`config.mk`:
```
export PLATFORM = sky130hd
export DESIGN_NAME = krcg_ram
export DESIGN_NICKNAME = d
export VERILOG_FILES = /design/src/rtl/krcg_ram.sv
export SDC_FILE = /design/constraint.sdc
export NUM_CORES = 1
export LEC_CHECK = 0
export BUFFER_PORTS_ARGS = -buffer_cell sky130_fd_sc_hd__buf_2
export CAP_MARGIN = 20
export CORE_ASPECT_RATIO = 0.9
export CORE_MARGIN = 2
export CORE_UTILIZATION = 30
export CTS_CLUSTER_SIZE = 16
export DETAILED_ROUTE_END_ITERATION = 12
export PLACE_DENSITY = 0.48
export SLEW_MARGIN = 25
export SYNTH_ARGS = -nofsm -noshare
export SYNTH_HDL_FRONTEND = slang
export SYNTH_SLANG_ARGS = --single-unit
```
`constraint.sdc`:
```
create_clock -name clk -period 2 [get_ports clk]
set_input_delay 0.4 -clock clk [delete_from_list [all_inputs] [get_ports clk]]
set_output_delay 0.4 -clock clk [all_outputs]
set_load 0.01 [all_outputs]
```
`src/rtl/krcg_ram.sv`:
```
// Generic simple dual-port RAM with one write port and a registered read port.
module krcg_ram #(
  parameter int WIDTH = 8,
  parameter int DEPTH = 16
) (
  input  logic                     clk,
  input  logic                     we,
  input  logic [$clog2(DEPTH)-1:0] waddr,
  input  logic [WIDTH-1:0]         wdata,
  input  logic [$clog2(DEPTH)-1:0] raddr,
  output logic [WIDTH-1:0]         rdata
);

  logic [WIDTH-1:0] mem [DEPTH];
  logic [WIDTH-1:0] rdata_r;

  always_ff @(posedge clk) begin
    if (we) begin
      mem[waddr] <= wdata;
    end
    rdata_r <= mem[raddr];
  end

  assign rdata = rdata_r;

endmodule

```
==> results.cfg <==
[run_status]
status = complete, no violations

[sta]
setup_viol = 0
finalCriticalPeriod_ns = 1.42
fmax_mhz = 705
hold_viol = 0
finalCritPeriodShare = 0.709
fin_worst_skew_ns = 0.00591
fin_setup_tns_ns = 0
slew_headroom = 0.448
rsz0062_at_grt = false
worst_pin_slew_ns = 0.826
final_max_slew_viol_count = 0

[route]
wl_per_cell_um = 20.8
drt_iter0_drc = 231
dr.pass1.iters = 4
via_count = 2385
postRouteAntennaNets = 0
drcViolationCount = 0
drt_wl_total_um = 10600
vias_per_cell = 4.69

[pwr]
switching_share = 0.197
switching_power_mw = 1.24
power_mw = 6.30
ir_worst_vdd_mv = 0.610
clockPowerShare = 0.441
p_per_area_mw_per_mm2 = 1020
seqPwrFrac = 0.509
combinationalPowerShare = 0.049
p_int_mw = 5.06
leakagePower_nw = 2.09

[setup_path]
reg2reg_depth = 3
cp.arrival_ns = 1.71
criticalPathCategory = input pin to register
r2r_slack_ns = 0.61
start_kind = input pin
r2r-end = rdata[0]
rr_startpoint = mem[0][0]
required_ns = 2.29
path_max_fanout = 15
worst_setup_path_end_kind = register

[final_layout]
seq_area_mm2 = 0.00400
drive_above_1_share = 0.304
fillCellCount = 1514
instances_no_fill = 508
postLayoutCoreUtil = 0.368
final_nets = 302
stdcell_area_mm2 = 0.00619
syn_to_final_growth_pct = 20.3
multi_input_area_mm2 = 0.00106

[clock_network]
cts_root_buffer = clkbuf_16
holdBufCountCts = 0
clock_sinks = 136
cts_htree_levels = 4
postCtsSetupBuffers = 0
cts_resized = 0
cts_buffer_depth = 2
insertion_delay_ns = 0.41
path_clk_slew_ns = 0.05
cts_buffers = 17
cts_tree = done

[global_routing]
top_usage_layer = met2
grt_pass1_vias = 2624
grt_use_total = 0.129
grt_pass1_wl_um = 16300
met2_usage = 0.195
antenna_found_initial = 1
use_met3 = 0.0445
grt_overflow = 0
grt_max_degree = 18
grt_use_met1 = 0.173

[worst_hold_path]
min_path_cells = 1
min_path_type = input pin to register
min_to = mem[10][6]
min_from = wdata[6]

[die]
std_cell_rows = 45
fp.coreArea_mm2 = 0.0168
dieWidth_um = 142
dieHeight_um = 128
ios = 26
dieArea_mm2 = 0.0182
initial_core_util = 0.306

[synth]
syn-instance-count = 229
yosys-top-cells-area = edfxtp_1 (75%), mux4_2 (7.9%), mux4_1 (7.1%)
syn_area_mm2 = 0.00515
avgSynthCellArea_um2 = 22.5
synth.distinct_cells = 19
yosys.area.top_type = edfxtp_1
ys_seq_area_frac = 0.778
ys_ff_latch = 136
synth_warnings = 0
synth_top_area_share = 0.747
synth_nets = 247

[placement]
placed_area_mm2 = 0.00566
portBuffers = 25
gp_congestion = 0.726
dp_hpwl_um = 6770
dpl.cell_count = 476

[job]
cap_viol_max_count = 0
==> cell type report <==
cell class              instances  share of cell area
clock inverters                 3             0.00242
multi-input cells              83               0.171
flip-flops and latches        136               0.647
well taps                     211              0.0426
clock buffers                  28              0.0835
repair buffers                 46              0.0537
diodes                          1            0.000404
==> how the worst max path moves through the flow <==
| stage | end | cells after the start | slack, ns | start |
|---|---|---|---|---|
| 6_report | rdata[0] | 5 | 0.58 | raddr[0] |
| 5_1_grt | rdata[0] | 5 | 0.54 | raddr[0] |
| 4_1_cts | rdata[0] | 5 | 0.59 | raddr[0] |
| 3_5_place_dp | rdata[0] | 5 | 0.15 | raddr[0] |
| 3_3_place_gp | rdata[1] | 5 | 0.15 | raddr[0] |
| 2_1_floorplan | mem[0][0] | 2 | 0.11 | waddr[2] |
==> power groups by stage <==
stage                     clock, mW  combinational [mW]  sequential, mW
after global placement            0               0.316            3.27
after CTS                      2.84               0.320            3.21
final                          2.78               0.311            3.21
after detailed placement          0               0.320            3.27
after floorplan                   0               0.162            3.27
after global routing           2.97               0.342            3.21
==> cell usage after synthesis, drive strengths merged <==
cell type,instances
mux4,32
nor2,13
and2,1
nor2b,1
clkdlybuf4s25,3
edfxtp,128
and2b,1
nand2,9
nor3,4
or3b,1
nand3,1
a22oi,16
nand3b,2
dfxtp,8
nand2b,2
buf,7
==> kinds of logic (layout without fill, tap and decap cells) <==
group	after synthesis	after routing	share of synthesized area
AOI/OAI and AO/OA	16	16	0.0233
and+or+nand+nor	35	35	0.0318
muxes	32	32	0.150
DFF	136	136	0.778
other	0	1	0
buffers and inverters	10	77	0.0168
==> per-layer routing <==
| layer | vias up | share of wire | wire length (um) |
|---|---|---|---|
| met1 | 1245 | 0.48 | 5060 |
| met2 | 46 | 0.47 | 4930 |
| li1 | 1082 | - | - |
| met3 | 12 | 0.045 | 474 |
| met4 | 0 | 0.012 | 124 |
| met5 | - | 0 | 0 |
==> flip-flops by register name (all words and copies together) (netlist names) <==
signal	count
rdata	8
mem	128
==> layout by cell type, fill, tap and decap left out, drive strengths merged <==
cell	count
and2	1
clkbuf	28
nor2b	1
clkinv	3
nand2	9
mux4	32
dfxtp	8
diode	1
buf	46
nor3	4
nand3b	2
a22oi	16
nor2	13
or3b	1
and2b	1
nand2b	2
edfxtp	128
nand3	1
==> per-stage QoR <==
step                setup slack (ns)  hold WS (ns)
finish                         0.582         0.365
global placement               0.149         0.661
CTS                            0.590         0.352
floorplan                      0.107         0.499
detailed placement             0.148         0.671
global route                   0.536         0.369
==> worst max-delay path, cell delays in order <==
cell     delay [ns]
buf_2          0.15
buf_12         0.18
mux4_1         0.57
a22oi_1        0.30
nand2_1        0.11
Power figures use the tool's default switching activity.
